### config.mk
export PLATFORM = sky130hd
export DESIGN_NAME = sorted_record_table_flat
export DESIGN_NICKNAME = d
export VERILOG_FILES = /design/src/design/srt_pkg.sv /design/src/design/srt_req_if.sv /design/src/design/srt_res_if.sv /design/src/design/srt_datapath.sv /design/src/design/srt_ctrl.sv /design/src/design/sorted_record_table.sv /design/src/flat_wrapper.sv
export SDC_FILE = /design/constraint.sdc
export NUM_CORES = 1
export LEC_CHECK = 0
export BUFFER_PORTS_ARGS = -buffer_cell sky130_fd_sc_hd__buf_4
export CAP_MARGIN = 0
export CORE_MARGIN = 2
export CORE_UTILIZATION = 35
export DETAILED_ROUTE_END_ITERATION = 16
export GPL_ROUTABILITY_DRIVEN = 0
export MAX_ROUTING_LAYER = met4
export RECOVER_POWER = 100
export SLEW_MARGIN = 25
export SYNTH_ARGS = -nofsm -noshare
export SYNTH_HDL_FRONTEND = slang
export SYNTH_HIERARCHICAL = 1
export SYNTH_SLANG_ARGS = --single-unit
### constraint.sdc
create_clock -name clk -period 11.01 [get_ports clk]
set_input_delay 2.202 -clock clk [delete_from_list [all_inputs] [get_ports clk]]
set_output_delay 2.202 -clock clk [all_outputs]
set_load 0.02 [all_outputs]
### src/design/srt_pkg.sv
// Shared types and constants for the sorted record table.
`timescale 1ns / 1ps
`default_nettype none

package srt_pkg;

  localparam int unsigned REQ_W     = 2;
  localparam int unsigned KEY_W     = 32;
  localparam int unsigned SCORE_W   = 32;
  localparam int unsigned STATUS_W  = 3;
  localparam int unsigned REMOVED_W = 5;

  typedef enum logic [REQ_W-1:0] {
    REQ_INSERT = 2'd0,
    REQ_DELETE = 2'd1,
    REQ_READ   = 2'd2,
    REQ_NONE   = 2'd3
  } req_t;

  typedef enum logic [STATUS_W-1:0] {
    ST_INSERTED = 3'd0,
    ST_FULL     = 3'd1,
    ST_DELETED  = 3'd2,
    ST_RECORD   = 3'd3,
    ST_EMPTY    = 3'd4
  } status_t;

  typedef struct packed {
    logic                 latch;
    logic                 mem_we;
    logic                 wr_new;
    logic                 out_load;
    logic                 out_rec;
    status_t              out_status;
    logic [REMOVED_W-1:0] out_removed;
    logic                 out_last;
  } cmd_t;

  typedef struct packed {
    logic key_less;
    logic key_eq;
    logic out_busy;
  } stat_t;

endpackage

`default_nettype wire

### src/design/srt_req_if.sv
// Request channel: request type, key and score with valid/ready.
`timescale 1ns / 1ps
`default_nettype none

interface srt_req_if;
  logic                                valid;
  logic                                ready;
  logic [srt_pkg::REQ_W-1:0]           req_type;
  logic signed [srt_pkg::KEY_W-1:0]    key;
  logic signed [srt_pkg::SCORE_W-1:0]  score;

  modport source (output valid, output req_type, output key, output score, input ready);
  modport sink   (input valid, input req_type, input key, input score, output ready);
endinterface

`default_nettype wire

### src/design/srt_res_if.sv
// Result channel: status, record and removed count with valid/ready.
`timescale 1ns / 1ps
`default_nettype none

interface srt_res_if;
  logic                                 valid;
  logic                                 ready;
  logic [srt_pkg::STATUS_W-1:0]         status;
  logic signed [srt_pkg::KEY_W-1:0]     rec_key;
  logic signed [srt_pkg::SCORE_W-1:0]   rec_score;
  logic [srt_pkg::REMOVED_W-1:0]        removed_count;
  logic                                 last;

  modport source (output valid, output status, output rec_key, output rec_score,
                  output removed_count, output last, input ready);
  modport sink   (input valid, input status, input rec_key, input rec_score,
                  input removed_count, input last, output ready);
endinterface

`default_nettype wire

### src/design/srt_datapath.sv
// Record memory, request registers, key compare and result register.
`timescale 1ns / 1ps
`default_nettype none

module srt_datapath #(
  parameter int unsigned CAPACITY = 16
) (
  input  wire                                  clk,
  input  wire                                  rst_n,
  input  srt_pkg::cmd_t                        cmd,
  input  wire [$clog2(CAPACITY)-1:0]           rd_addr,
  input  wire [$clog2(CAPACITY)-1:0]           wr_addr,
  input  wire signed [srt_pkg::KEY_W-1:0]      in_key,
  input  wire signed [srt_pkg::SCORE_W-1:0]    in_score,
  input  wire                                  out_ready,
  output srt_pkg::stat_t                       stat,
  output logic                                 out_valid,
  output logic [srt_pkg::STATUS_W-1:0]         out_status,
  output logic signed [srt_pkg::KEY_W-1:0]     out_rec_key,
  output logic signed [srt_pkg::SCORE_W-1:0]   out_rec_score,
  output logic [srt_pkg::REMOVED_W-1:0]        out_removed_count,
  output logic                                 out_last
);

  logic signed [srt_pkg::KEY_W-1:0]   key_mem   [CAPACITY];
  logic signed [srt_pkg::SCORE_W-1:0] score_mem [CAPACITY];

  logic signed [srt_pkg::KEY_W-1:0]   req_key_r;
  logic signed [srt_pkg::SCORE_W-1:0] req_score_r;
  logic signed [srt_pkg::KEY_W-1:0]   rd_key_r;
  logic signed [srt_pkg::SCORE_W-1:0] rd_score_r;

  logic                                out_valid_r;
  logic [srt_pkg::STATUS_W-1:0]        out_status_r;
  logic signed [srt_pkg::KEY_W-1:0]    out_key_r;
  logic signed [srt_pkg::SCORE_W-1:0]  out_score_r;
  logic [srt_pkg::REMOVED_W-1:0]       out_removed_r;
  logic                                out_last_r;

  always_ff @(posedge clk) begin
    if (cmd.mem_we) begin
      key_mem[wr_addr]   <= cmd.wr_new ? req_key_r   : rd_key_r;
      score_mem[wr_addr] <= cmd.wr_new ? req_score_r : rd_score_r;
    end
    rd_key_r   <= key_mem[rd_addr];
    rd_score_r <= score_mem[rd_addr];
  end

  always_ff @(posedge clk) begin
    if (cmd.latch) begin
      req_key_r   <= in_key;
      req_score_r <= in_score;
    end
  end

  always_ff @(posedge clk) begin
    if (!rst_n) begin
      out_valid_r <= 1'b0;
    end else if (cmd.out_load) begin
      out_valid_r <= 1'b1;
    end else if (out_ready) begin
      out_valid_r <= 1'b0;
    end
  end

  always_ff @(posedge clk) begin
    if (cmd.out_load) begin
      out_status_r  <= cmd.out_status;
      out_key_r     <= cmd.out_rec ? rd_key_r   : '0;
      out_score_r   <= cmd.out_rec ? rd_score_r : '0;
      out_removed_r <= cmd.out_removed;
      out_last_r    <= cmd.out_last;
    end
  end

  assign stat.key_less = rd_key_r < req_key_r;
  assign stat.key_eq   = rd_key_r == req_key_r;
  assign stat.out_busy = out_valid_r;

  assign out_valid         = out_valid_r;
  assign out_status        = out_status_r;
  assign out_rec_key       = out_key_r;
  assign out_rec_score     = out_score_r;
  assign out_removed_count = out_removed_r;
  assign out_last          = out_last_r;

endmodule

`default_nettype wire

### src/design/srt_ctrl.sv
// Sequencer for insert shift, delete compaction and read-out walk.
`timescale 1ns / 1ps
`default_nettype none

module srt_ctrl #(
  parameter int unsigned CAPACITY = 16
) (
  input  wire                                clk,
  input  wire                                rst_n,
  input  wire                                in_valid,
  input  wire [srt_pkg::REQ_W-1:0]           in_req_type,
  input  wire                                out_ready,
  input  srt_pkg::stat_t                     stat,
  output logic                               in_ready,
  output srt_pkg::cmd_t                      cmd,
  output logic [$clog2(CAPACITY)-1:0]        rd_addr,
  output logic [$clog2(CAPACITY)-1:0]        wr_addr
);

  localparam int unsigned IDXW = $clog2(CAPACITY);
  localparam int unsigned CNTW = $clog2(CAPACITY + 1);

  typedef enum logic [3:0] {
    S_IDLE,
    S_INS_RD,
    S_INS_EV,
    S_INS_PUT,
    S_DEL_RD,
    S_DEL_EV,
    S_RO_RD,
    S_RO_EV,
    S_RESP
  } state_t;

  state_t                         state_r, state_nxt;
  logic [CNTW-1:0]                fill_r, fill_nxt;
  logic [IDXW-1:0]                idx_r, idx_nxt;
  logic [CNTW-1:0]                wcnt_r, wcnt_nxt;
  srt_pkg::status_t               resp_status_r, resp_status_nxt;
  logic [srt_pkg::REMOVED_W-1:0]  resp_removed_r, resp_removed_nxt;

  logic [IDXW-1:0]                last_idx;
  logic [CNTW-1:0]                w_new;
  logic                           out_free;

  assign last_idx = IDXW'(fill_r - CNTW'(1));
  assign w_new    = wcnt_r + CNTW'(!stat.key_eq);
  assign out_free = !stat.out_busy || out_ready;
  assign in_ready = (state_r == S_IDLE);

  always_comb begin
    state_nxt        = state_r;
    fill_nxt         = fill_r;
    idx_nxt          = idx_r;
    wcnt_nxt         = wcnt_r;
    resp_status_nxt  = resp_status_r;
    resp_removed_nxt = resp_removed_r;
    cmd              = '0;
    rd_addr          = idx_r;
    wr_addr          = '0;

    unique case (state_r)
      S_IDLE: begin
        if (in_valid) begin
          cmd.latch        = 1'b1;
          resp_removed_nxt = '0;
          case (srt_pkg::req_t'(in_req_type))
            srt_pkg::REQ_INSERT: begin
              if (fill_r == CNTW'(CAPACITY)) begin
                resp_status_nxt = srt_pkg::ST_FULL;
                state_nxt       = S_RESP;
              end else if (fill_r == '0) begin
                idx_nxt   = '0;
                state_nxt = S_INS_PUT;
              end else begin
                idx_nxt   = last_idx;
                state_nxt = S_INS_RD;
              end
            end
            srt_pkg::REQ_DELETE: begin
              resp_status_nxt = srt_pkg::ST_DELETED;
              idx_nxt         = '0;
              wcnt_nxt        = '0;
              state_nxt       = (fill_r == '0) ? S_RESP : S_DEL_RD;
            end
            srt_pkg::REQ_READ: begin
              resp_status_nxt = srt_pkg::ST_EMPTY;
              idx_nxt         = '0;
              state_nxt       = (fill_r == '0) ? S_RESP : S_RO_RD;
            end
            default: begin
              state_nxt = S_IDLE;
            end
          endcase
        end
      end
      S_INS_RD: begin
        state_nxt = S_INS_EV;
      end
      S_INS_EV: begin
        if (stat.key_less) begin
          idx_nxt   = IDXW'(idx_r + 1'b1);
          state_nxt = S_INS_PUT;
        end else begin
          cmd.mem_we = 1'b1;
          wr_addr    = IDXW'(idx_r + 1'b1);
          if (idx_r == '0) begin
            state_nxt = S_INS_PUT;
          end else begin
            idx_nxt   = IDXW'(idx_r - 1'b1);
            state_nxt = S_INS_RD;
          end
        end
      end
      S_INS_PUT: begin
        cmd.mem_we      = 1'b1;
        cmd.wr_new      = 1'b1;
        wr_addr         = idx_r;
        fill_nxt        = fill_r + CNTW'(1);
        resp_status_nxt = srt_pkg::ST_INSERTED;
        state_nxt       = S_RESP;
      end
      S_DEL_RD: begin
        state_nxt = S_DEL_EV;
      end
      S_DEL_EV: begin
        if (!stat.key_eq) begin
          cmd.mem_we = 1'b1;
          wr_addr    = wcnt_r[IDXW-1:0];
        end
        wcnt_nxt = w_new;
        if (idx_r == last_idx) begin
          fill_nxt         = w_new;
          resp_removed_nxt = srt_pkg::REMOVED_W'(fill_r - w_new);
          state_nxt        = S_RESP;
        end else begin
          idx_nxt   = IDXW'(idx_r + 1'b1);
          state_nxt = S_DEL_RD;
        end
      end
      S_RO_RD: begin
        state_nxt = S_RO_EV;
      end
      S_RO_EV: begin
        if (out_free) begin
          cmd.out_load   = 1'b1;
          cmd.out_rec    = 1'b1;
          cmd.out_status = srt_pkg::ST_RECORD;
          cmd.out_last   = (idx_r == last_idx);
          if (idx_r == last_idx) begin
            state_nxt = S_IDLE;
          end else begin
            idx_nxt   = IDXW'(idx_r + 1'b1);
            state_nxt = S_RO_RD;
          end
        end
      end
      S_RESP: begin
        if (out_free) begin
          cmd.out_load    = 1'b1;
          cmd.out_status  = resp_status_r;
          cmd.out_removed = resp_removed_r;
          cmd.out_last    = 1'b1;
          state_nxt       = S_IDLE;
        end
      end
      default: begin
        state_nxt = S_IDLE;
      end
    endcase
  end

  always_ff @(posedge clk) begin
    if (!rst_n) begin
      state_r        <= S_IDLE;
      fill_r         <= '0;
      idx_r          <= '0;
      wcnt_r         <= '0;
      resp_status_r  <= srt_pkg::ST_INSERTED;
      resp_removed_r <= '0;
    end else begin
      state_r        <= state_nxt;
      fill_r         <= fill_nxt;
      idx_r          <= idx_nxt;
      wcnt_r         <= wcnt_nxt;
      resp_status_r  <= resp_status_nxt;
      resp_removed_r <= resp_removed_nxt;
    end
  end

  a_fill_bound: assert property (@(posedge clk) disable iff (!rst_n)
    fill_r <= CNTW'(CAPACITY))
    else $error("record count above capacity");

  a_load_free: assert property (@(posedge clk) disable iff (!rst_n)
    cmd.out_load |-> (!stat.out_busy || out_ready))
    else $error("result register overwritten while held");

  a_write_in_range: assert property (@(posedge clk) disable iff (!rst_n)
    cmd.mem_we |-> (CNTW'(wr_addr) <= fill_r))
    else $error("memory write beyond filled region");

  a_busy_after_req: assert property (@(posedge clk) disable iff (!rst_n)
    (in_valid && in_ready && (in_req_type != srt_pkg::REQ_NONE)) |=> !in_ready)
    else $error("new request taken while one is in progress");

endmodule

`default_nettype wire

### src/design/sorted_record_table.sv
// Top level of the sorted record table: channel wiring of sequencer and datapath.
//
// Keeps up to CAPACITY records (signed key, signed score) in ascending key order.
// in_req carries one request per valid/ready handshake: insert, delete all
// records with a key, or read out the whole table; request type 3 is taken and
// dropped. out_res returns results on valid/ready with last set on the final
// result of each request.
// Steps of each request, with n records held:
//   insert: reads from the last record down, shifting each record at or above
//   the new key up one slot, then writes the new record (FULL status when full);
//   delete: reads every held record and compacts those with another key;
//   read-out: returns each record in key order (EMPTY status when empty).
// Every step is bound by the single read port and registered read of the record
// memory, so one request is worked at a time.
// The result register lets a new request be taken while a result still waits.
// When out_res.ready is low the sequencer holds at the next result and stalls.
// Synchronous reset empties the table at once; no clearing pass is needed.
`timescale 1ns / 1ps
`default_nettype none

module sorted_record_table #(
  parameter int unsigned CAPACITY = 16
) (
  input  wire        clk,
  input  wire        rst_n,
  srt_req_if.sink    in_req,
  srt_res_if.source  out_res
);

  localparam int unsigned IDXW = $clog2(CAPACITY);

  srt_pkg::cmd_t    cmd;
  srt_pkg::stat_t   stat;
  logic [IDXW-1:0]  rd_addr;
  logic [IDXW-1:0]  wr_addr;

  srt_ctrl #(
    .CAPACITY (CAPACITY)
  ) u_ctrl (
    .clk         (clk),
    .rst_n       (rst_n),
    .in_valid    (in_req.valid),
    .in_req_type (in_req.req_type),
    .out_ready   (out_res.ready),
    .stat        (stat),
    .in_ready    (in_req.ready),
    .cmd         (cmd),
    .rd_addr     (rd_addr),
    .wr_addr     (wr_addr)
  );

  srt_datapath #(
    .CAPACITY (CAPACITY)
  ) u_datapath (
    .clk               (clk),
    .rst_n             (rst_n),
    .cmd               (cmd),
    .rd_addr           (rd_addr),
    .wr_addr           (wr_addr),
    .in_key            (in_req.key),
    .in_score          (in_req.score),
    .out_ready         (out_res.ready),
    .stat              (stat),
    .out_valid         (out_res.valid),
    .out_status        (out_res.status),
    .out_rec_key       (out_res.rec_key),
    .out_rec_score     (out_res.rec_score),
    .out_removed_count (out_res.removed_count),
    .out_last          (out_res.last)
  );

endmodule

`default_nettype wire
### src/flat_wrapper.sv
// flat-port wrapper written by rule: the top's interface ports become plain ports
module sorted_record_table_flat 
#(
  parameter int unsigned CAPACITY = 16
)
  (clk, rst_n, in_req_valid, in_req_req_type, in_req_key, in_req_score, in_req_ready, out_res_valid, out_res_status, out_res_rec_key, out_res_rec_score, out_res_removed_count, out_res_last, out_res_ready);
  srt_req_if in_req_i ();
  srt_res_if out_res_i ();
  input  wire clk;
  input  wire rst_n;
  input wire logic [$bits(in_req_i.valid)-1:0] in_req_valid;
  input wire logic [$bits(in_req_i.req_type)-1:0] in_req_req_type;
  input wire logic [$bits(in_req_i.key)-1:0] in_req_key;
  input wire logic [$bits(in_req_i.score)-1:0] in_req_score;
  output wire logic [$bits(in_req_i.ready)-1:0] in_req_ready;
  output wire logic [$bits(out_res_i.valid)-1:0] out_res_valid;
  output wire logic [$bits(out_res_i.status)-1:0] out_res_status;
  output wire logic [$bits(out_res_i.rec_key)-1:0] out_res_rec_key;
  output wire logic [$bits(out_res_i.rec_score)-1:0] out_res_rec_score;
  output wire logic [$bits(out_res_i.removed_count)-1:0] out_res_removed_count;
  output wire logic [$bits(out_res_i.last)-1:0] out_res_last;
  input wire logic [$bits(out_res_i.ready)-1:0] out_res_ready;
  assign in_req_i.valid = in_req_valid;
  assign in_req_i.req_type = in_req_req_type;
  assign in_req_i.key = in_req_key;
  assign in_req_i.score = in_req_score;
  assign in_req_ready = in_req_i.ready;
  assign out_res_valid = out_res_i.valid;
  assign out_res_status = out_res_i.status;
  assign out_res_rec_key = out_res_i.rec_key;
  assign out_res_rec_score = out_res_i.rec_score;
  assign out_res_removed_count = out_res_i.removed_count;
  assign out_res_last = out_res_i.last;
  assign out_res_i.ready = out_res_ready;
  sorted_record_table #(.CAPACITY(CAPACITY)) u_core (.clk(clk), .rst_n(rst_n), .in_req(in_req_i), .out_res(out_res_i));
endmodule
==> impl_metrics.env, run 1 <==
export IMPL_status="finished, violations left"
export IMPL_violations="capacitance limit, slew limit"
export IMPL_crit_buf_inv=4
export IMPL_finalClockSkew_ns=0.0331
export IMPL_track_usage_pct=15.9
export IMPL_final_nets=2527
export IMPL_avgSynthCellArea_um2=22.0
export IMPL_htree_num_levels=4
export IMPL_crit_slowest_cell="nor2_1"
export IMPL_grt_pass1_vias=23700
export IMPL_dr_pass1_iters=5
export IMPL_insertion_delay_ns=0.74
export IMPL_post_route_util_pct=40.2
export IMPL_combPwrFrac_pct=13.2
export IMPL_syn_num_nets=2318
export IMPL_setup_viol_count_final=0
export IMPL_path_cells="or3_1 -> clkinvlp_2 -> buf_4 -> a222oi_1 -> inv_1 -> nand2b_1 -> nor2_1 -> buf_4"
export IMPL_relSlewSlack_pct=-185
export IMPL_drtIter0Drc=2085
export IMPL_setup_worst_path_start_class="flip-flop"
export IMPL_initial_core_util_pct=35.2
export IMPL_synth_edf_count=1161
export IMPL_p_sw_share_pct=24.6
export IMPL_die_y_um=375
export IMPL_crit_end="u_core/u_datapath/key_mem[13][19]"
export IMPL_hold_path_class="reg -> reg"
export IMPL_antenna_left=0
export IMPL_syn_to_final_growth_pct=14.0
export IMPL_tns_ns=0
export IMPL_syn_area_mm2=0.0483
export IMPL_port_buffers=144
export IMPL_p_switching_mw=2.87
export IMPL_p_leak_nw=17.1
export IMPL_grt_max_degree=69
export IMPL_powerDensity_mw_per_mm2=211
export IMPL_crit_top_cell="buf_4"
export IMPL_synthFlopType="edfxtp_1"
export IMPL_avgViaCountPerCell=5.22
export IMPL_cp_max_fo=43
export IMPL_fmax_mhz=127
export IMPL_crit_cells=8
export IMPL_cts_clk_slew_worst_paths_ns=0.06
export IMPL_overflow=0
export IMPL_max_cap_viol_count=24
export IMPL_wl_per_cell_um=25.1
export IMPL_antenna_found_initial=5
export IMPL_p_int_mw=8.77
export IMPL_root_buffer="clkbuf_16"
export IMPL_die_area_mm2=0.141
export IMPL_finalHoldViolCount=0
export IMPL_postCtsSetupRepairBufs=0
export IMPL_postCtsHoldBufs=0
export IMPL_crit_reg2reg_launch="u_core/u_ctrl/state_r[2]"
export IMPL_post_cts_resized=0
export IMPL_r2r_setup_slack_ns=3.16
export IMPL_rsz0062_at_grt="no"
export IMPL_synthDistinctLibCells=73
export IMPL_core_mm2=0.137
export IMPL_yosysSeqAreaShare_pct=76.0
export IMPL_cts_made_buffers=132
export IMPL_critical_path_class="reg -> reg"
export IMPL_arrival_ns=8.21
export IMPL_cts_sinks=1252
export IMPL_peakVddDrop_mv=0.134
export IMPL_async_reset_ff_share_pct=0
export IMPL_pwr_share_clk_pct=36.4
export IMPL_grt_pass1_wl_um=161000
export IMPL_rows=136
export IMPL_seqPwrFrac_pct=50.3
export IMPL_die_w_um=375
export IMPL_synth_cells=2198
export IMPL_startpoint="u_core/u_ctrl/state_r[2]"
export IMPL_critPathTopFamily="buffers and inverters"
export IMPL_cts_tree="built"
export IMPL_rr_worst_depth=8
export IMPL_ioPinCount=145
export IMPL_antenna_cells=0
export IMPL_final_min_clock_period_ns=7.85
export IMPL_drt_total_wl_um=108000
export IMPL_end_kind="flip-flop"
export IMPL_slew_viol_final=798
export IMPL_dp_hpwl_um=62000
export IMPL_r2r_end="u_core/u_datapath/key_mem[13][19]"
export IMPL_yosysWarnings=6
export IMPL_slowest_delay_ns=2.23
export IMPL_required_ns=11.36
export IMPL_drive_gt1_share_pct=23.4
export IMPL_drc=0
export IMPL_period_share_pct=71.3
export IMPL_synth_seq_cells=1252
export IMPL_clockBufferDepth=3
export IMPL_dr_total_vias=22500
export IMPL_tightest_slew_ns=4.27
[logic make-up after synthesis]
family | share of synthesized area [%]
adders and majority gates | 1.31
xor gates and xnor gates | 0.311
AOI/OAI and AO/OA | 1.60
DFF | 76.0
buffers and inverters | 1.72
and+or+nand+nor | 2.65
muxes | 16.5
[synthesized netlist by cell type, types with 7 or more instances]
master	number	area (um2)
nand2b_1	8	50.1
a21oi_1	35	175
ha_1	49	613
o211ai_1	7	52.6
inv_1	55	206
buf_2	7	35.0
nand3_1	14	70.1
buf_6	27	304
nor3_1	16	80.1
mux4_2	320	7210
nor2_1	41	154
and2_1	72	450
edfxtp_1	1161	34900
buf_1	9	33.8
dfxtp_1	91	1820
mux2_2	64	721
nand2_1	26	97.6
o21ai_0	15	75.1
clkbuf_1	59	221
[routing by layer]
layer	track usage [%]	up-vias	part of all wire [%]	routed length [um]
met3	2.87	134	5.6	6120
met4	3.35	0	1.5	1620
met2	24.5	706	48	51900
met5	-	-	0	0
met1	22.2	12100	45	48700
li1	-	9560	-	-
[power groups by stage]
stage	Clock (mW)	Combinational, mW	Sequential, mW
after detailed placement	0	1.58	5.94
after floorplan	0	1.12	5.88
after global routing	4.54	1.69	5.88
after CTS	4.36	1.58	5.85
after global placement	0	1.53	5.94
final	4.24	1.54	5.86
[how the worst min path moves through the flow]
stage,from,end,slack (ns),cells after the start
floorplan,u_core/u_ctrl/wcnt_r[0],u_core/u_ctrl/wcnt_r[0],0.44,2
global placement,u_core/u_ctrl/wcnt_r[0],u_core/u_ctrl/wcnt_r[0],0.46,2
detailed placement,u_core/u_ctrl/resp_status_r[2],u_core/u_ctrl/resp_status_r[2],0.46,2
CTS,u_core/u_ctrl/resp_status_r[2],u_core/u_ctrl/resp_status_r[2],0.47,2
global route,u_core/u_ctrl/wcnt_r[0],u_core/u_ctrl/wcnt_r[0],0.49,2
finish,u_core/u_ctrl/resp_status_r[2],u_core/u_ctrl/resp_status_r[2],0.47,2
[final cells by class]
class,count,area [um2]
multi-input combinational,786,10800
sequential,1252,36700
clock buffer,178,3630
timing repair buffer,180,958
tap,1794,2240
inverter,55,209
fill,12100,82100
clock inverter,67,558
[sequential cells by signal, indices dropped and copies added (netlist names), 4 cells and up]
signal and flops:
u_core/u_datapath/key_mem 512, u_core/u_datapath/score_mem 512, u_core/u_datapath/out_rec_key 32, u_core/u_datapath/out_rec_score 32
u_core/u_datapath/rd_key_r 32, u_core/u_datapath/rd_score_r 32, u_core/u_datapath/req_key_r 32, u_core/u_datapath/req_score_r 32
u_core/u_ctrl/fill_r 5, u_core/u_ctrl/resp_removed_r 5, u_core/u_ctrl/wcnt_r 5, u_core/u_datapath/out_removed_count 5
u_core/u_ctrl/rd_addr 4, u_core/u_ctrl/state_r 4
[layout by cell type, fill, tap and decap left out, types with 9 or more instances in the layout]
master,instances
dfxtp_1,88
mux4_2,320
inv_1,53
a21oi_1,35
and2_0,64
clkbuf_8,9
clkbuf_1,150
clkinv_1,21
nand3_1,14
o21ai_0,15
mux2_1,63
clkbuf_16,135
nor2_1,39
nor3_1,16
buf_4,19
clkinv_2,26
clkbuf_4,38
ha_1,49
nand2_1,26
edfxtp_1,1161
[worst min-delay path, delay by kind of cell, from the launching register on]
kind / cells / cell delay (ns)
compound gates: 1 / 0.05
simple gates: 1 / 0.06
flops: 1 / 0.30
[metrics by stage]
stage | power, mW | instances | cell area (um2) | setup slack (ns) | hold slack, ns
floorplan | 7.00 | 2198 | 48300 | 3.00 | 0.440
global placement | 7.46 | 4066 | 51400 | 5.27 | 0.460
detailed placement | 7.53 | 4067 | 51500 | 5.16 | 0.459
CTS | 11.8 | 4312 | 55600 | 5.15 | 0.467
global route | 12.1 | 4312 | 55100 | 2.69 | 0.489
finish | 11.6 | 4312 | 55100 | 3.16 | 0.467
Power figures use the tool's default switching activity.
==> inputs of run 2 (changes only) <==
clock period = 6.4 ns   (was 11.01 ns; I/O delays follow)
==> run 2 against run 1 <==
  * The run still ends with capacitance limit, slew limit left
  * Critical endpoint is now u_core/u_datapath/score_mem[12][8]
  * Via count grew 0.21%
  * Register-to-register slack got worse by 2.4 ns
  * Sequential power up 72%
  * First-iteration DRC count shrank 0.48%
  * Power rose by 74%
  * Count of clock-buffer cells in the layout is 12 higher
  * Setup slack lost 2.4 ns
  * Cell count increased by 0.21%
  * Wire length decreased by 1.1%
  * Clock power grew 80%
  * Die area unchanged
  * Design area rose by 0.68%
==> impl_metrics.env, run 2 (same netlist as run 1, synthesis figures left out) <==
export IMPL_status="finished, violations left"
export IMPL_violations="capacitance limit, slew limit"
export IMPL_crit_reg2reg_launch="u_core/u_ctrl/state_r[2]"
export IMPL_combPwrFrac_pct=12.7
export IMPL_fmax_mhz=176
export IMPL_final_min_clock_period_ns=5.68
export IMPL_cts_made_buffers=134
export IMPL_drtIter0Drc=2075
export IMPL_seqPwrFrac_pct=49.6
export IMPL_avgViaCountPerCell=5.22
export IMPL_period_share_pct=88.7
export IMPL_port_buffers=144
export IMPL_dr_pass1_iters=5
export IMPL_syn_to_final_growth_pct=14.8
export IMPL_slew_viol_final=377
export IMPL_critical_path_class="reg -> reg"
export IMPL_rsz0062_at_grt="no"
export IMPL_grt_pass1_vias=23400
export IMPL_cts_tree="built"
export IMPL_p_leak_nw=17.3
export IMPL_path_cells="or3_1 -> clkinvlp_2 -> a222oi_1 -> inv_1 -> nor3_1 -> clkbuf_4"
export IMPL_setup_viol_count_final=0
export IMPL_slowest_delay_ns=1.72
export IMPL_grt_pass1_wl_um=159000
export IMPL_p_int_mw=15.4
export IMPL_clockBufferDepth=3
export IMPL_holdCritStartpoint="u_core/u_ctrl/wcnt_r[0]"
export IMPL_rows=136
export IMPL_fillCellCount=12000
export IMPL_mostFrequentLayoutCells="1,161 x edfxtp_1, 320 x mux4_2, 146 x clkbuf_1, 138 x clkbuf_16, 89 x dfxtp_1"
export IMPL_max_cap_viol_count=9
export IMPL_wl_per_cell_um=24.8
export IMPL_powerDensity_mw_per_mm2=365
export IMPL_p_sw_share_pct=23.9
export IMPL_place_ws_ns=1.18
export IMPL_setup_worst_path_start_class="flip-flop"
export IMPL_arrival_ns=6.03
export IMPL_cts_clk_slew_worst_paths_ns=0.06
export IMPL_dp_hpwl_um=59200
export IMPL_die_area_mm2=0.141
export IMPL_crit_slowest_cell="clkinvlp_2"
export IMPL_post_route_util_pct=40.4
export IMPL_final_nets=2534
export IMPL_drive_gt1_share_pct=24.4
export IMPL_pwr_share_clk_pct=37.7
export IMPL_core_mm2=0.137
export IMPL_root_buffer="clkbuf_16"
export IMPL_htree_num_levels=4
export IMPL_tns_ns=0
export IMPL_end_kind="flip-flop"
export IMPL_ioPinCount=145
export IMPL_insertion_delay_ns=0.74
export IMPL_antenna_found_initial=4
export IMPL_drc=0
export IMPL_peakVddDrop_mv=0.293
export IMPL_required_ns=6.75
export IMPL_cp_max_fo=47
export IMPL_drt_total_wl_um=107000
export IMPL_die_y_um=375
export IMPL_largestRegisters="u_core/u_datapath/key_mem: 512 flops, u_core/u_datapath/score_mem: 512 flops"
export IMPL_finalClockSkew_ns=0.0228
export IMPL_antenna_left=0
export IMPL_setup_slack_ns=0.722
export IMPL_cts_sinks=1252
export IMPL_overflow=0
export IMPL_post_cts_resized=0
export IMPL_die_w_um=375
export IMPL_track_usage_pct=15.7
export IMPL_startpoint="u_core/u_ctrl/state_r[2]"
export IMPL_dr_total_vias=22600
export IMPL_hold_path_class="reg -> reg"
export IMPL_relSlewSlack_pct=-179
export IMPL_final_common_cell="edfxtp_1"
export IMPL_grt_max_degree=122
export IMPL_initial_core_util_pct=35.2
export IMPL_tightest_slew_ns=4.18
export IMPL_p_switching_mw=4.83
export IMPL_postCtsHoldBufs=0
export IMPL_postCtsSetupRepairBufs=0
export IMPL_finalHoldViolCount=0
run 2: cell types whose count changed in the layout (fill, tap and decap cells not counted), moves of 5 or more:
cell / change
buf_12: +10
clkbuf_2: +9
bufinv_16: +5
clkinv_2: -7
clkinv_1: -14
clkinvlp_4: +5
clkbuf_8: +10
buf_4: -7
run 2: final cells by class:
class / count / area, um2 / share of cell area, %
repair buffers: 185 / 1080 / 1.94
diodes: 4 / 10.0 / 0.0181
flip-flops and latches: 1252 / 36700 / 66.2
clock inverters: 55 / 572 / 1.03
inverters: 55 / 209 / 0.377
multi-input cells: 786 / 10800 / 19.5
well taps: 1794 / 2240 / 4.05
clock buffers: 190 / 3840 / 6.92
run 2: critical path, delay by kind of cell (launching register included):
kind | cells | cell delay (ns)
buffers and inverters | 3 | 2.87
DFF | 1 | 0.73
AOI/OAI and AO/OA | 1 | 0.88
and+or+nand+nor | 2 | 0.73
run 2: path summary, 6_finish.rpt:
kind,endpoint,slack [ns],cells after the start
hold / removal,u_core/u_ctrl/wcnt_r[0],0.48,2
hold reg to reg,u_core/u_ctrl/wcnt_r[0],0.48,2
setup / recovery,u_core/u_datapath/score_mem[12][8],0.72,6
setup reg to reg,u_core/u_datapath/score_mem[12][8],0.72,6
run 2: metrics by stage:
stage          hold slack, ns  cell area (um2)  power, mW  std cells
4_1_cts                 0.473            56100       20.6       4316
6_report                0.479            55500       20.3       4321
2_1_floorplan           0.440            48300       12.0       2198
3_5_place_dp            0.467            51600       12.9       4071
3_3_place_gp            0.461            51600       12.8       4071
5_1_grt                 0.500            55400       21.1       4317
run 2: layer usage:
layer | track usage, % | part of all wire (%)
met1 | 21.9 | 45
met2 | 23.9 | 47
met3 | 2.60 | 5.8
met4 | 4.30 | 1.9
met5 | - | 0
run 2: power groups by stage:
stage | clock [mW] | combinational [mW] | sequential, mW
detailed placement | 0 | 2.65 | 10.2
CTS | 7.85 | 2.67 | 10.0
finish | 7.63 | 2.57 | 10.1
global route | 8.15 | 2.82 | 10.1
global placement | 0 | 2.57 | 10.2
floorplan | 0 | 1.93 | 10.1
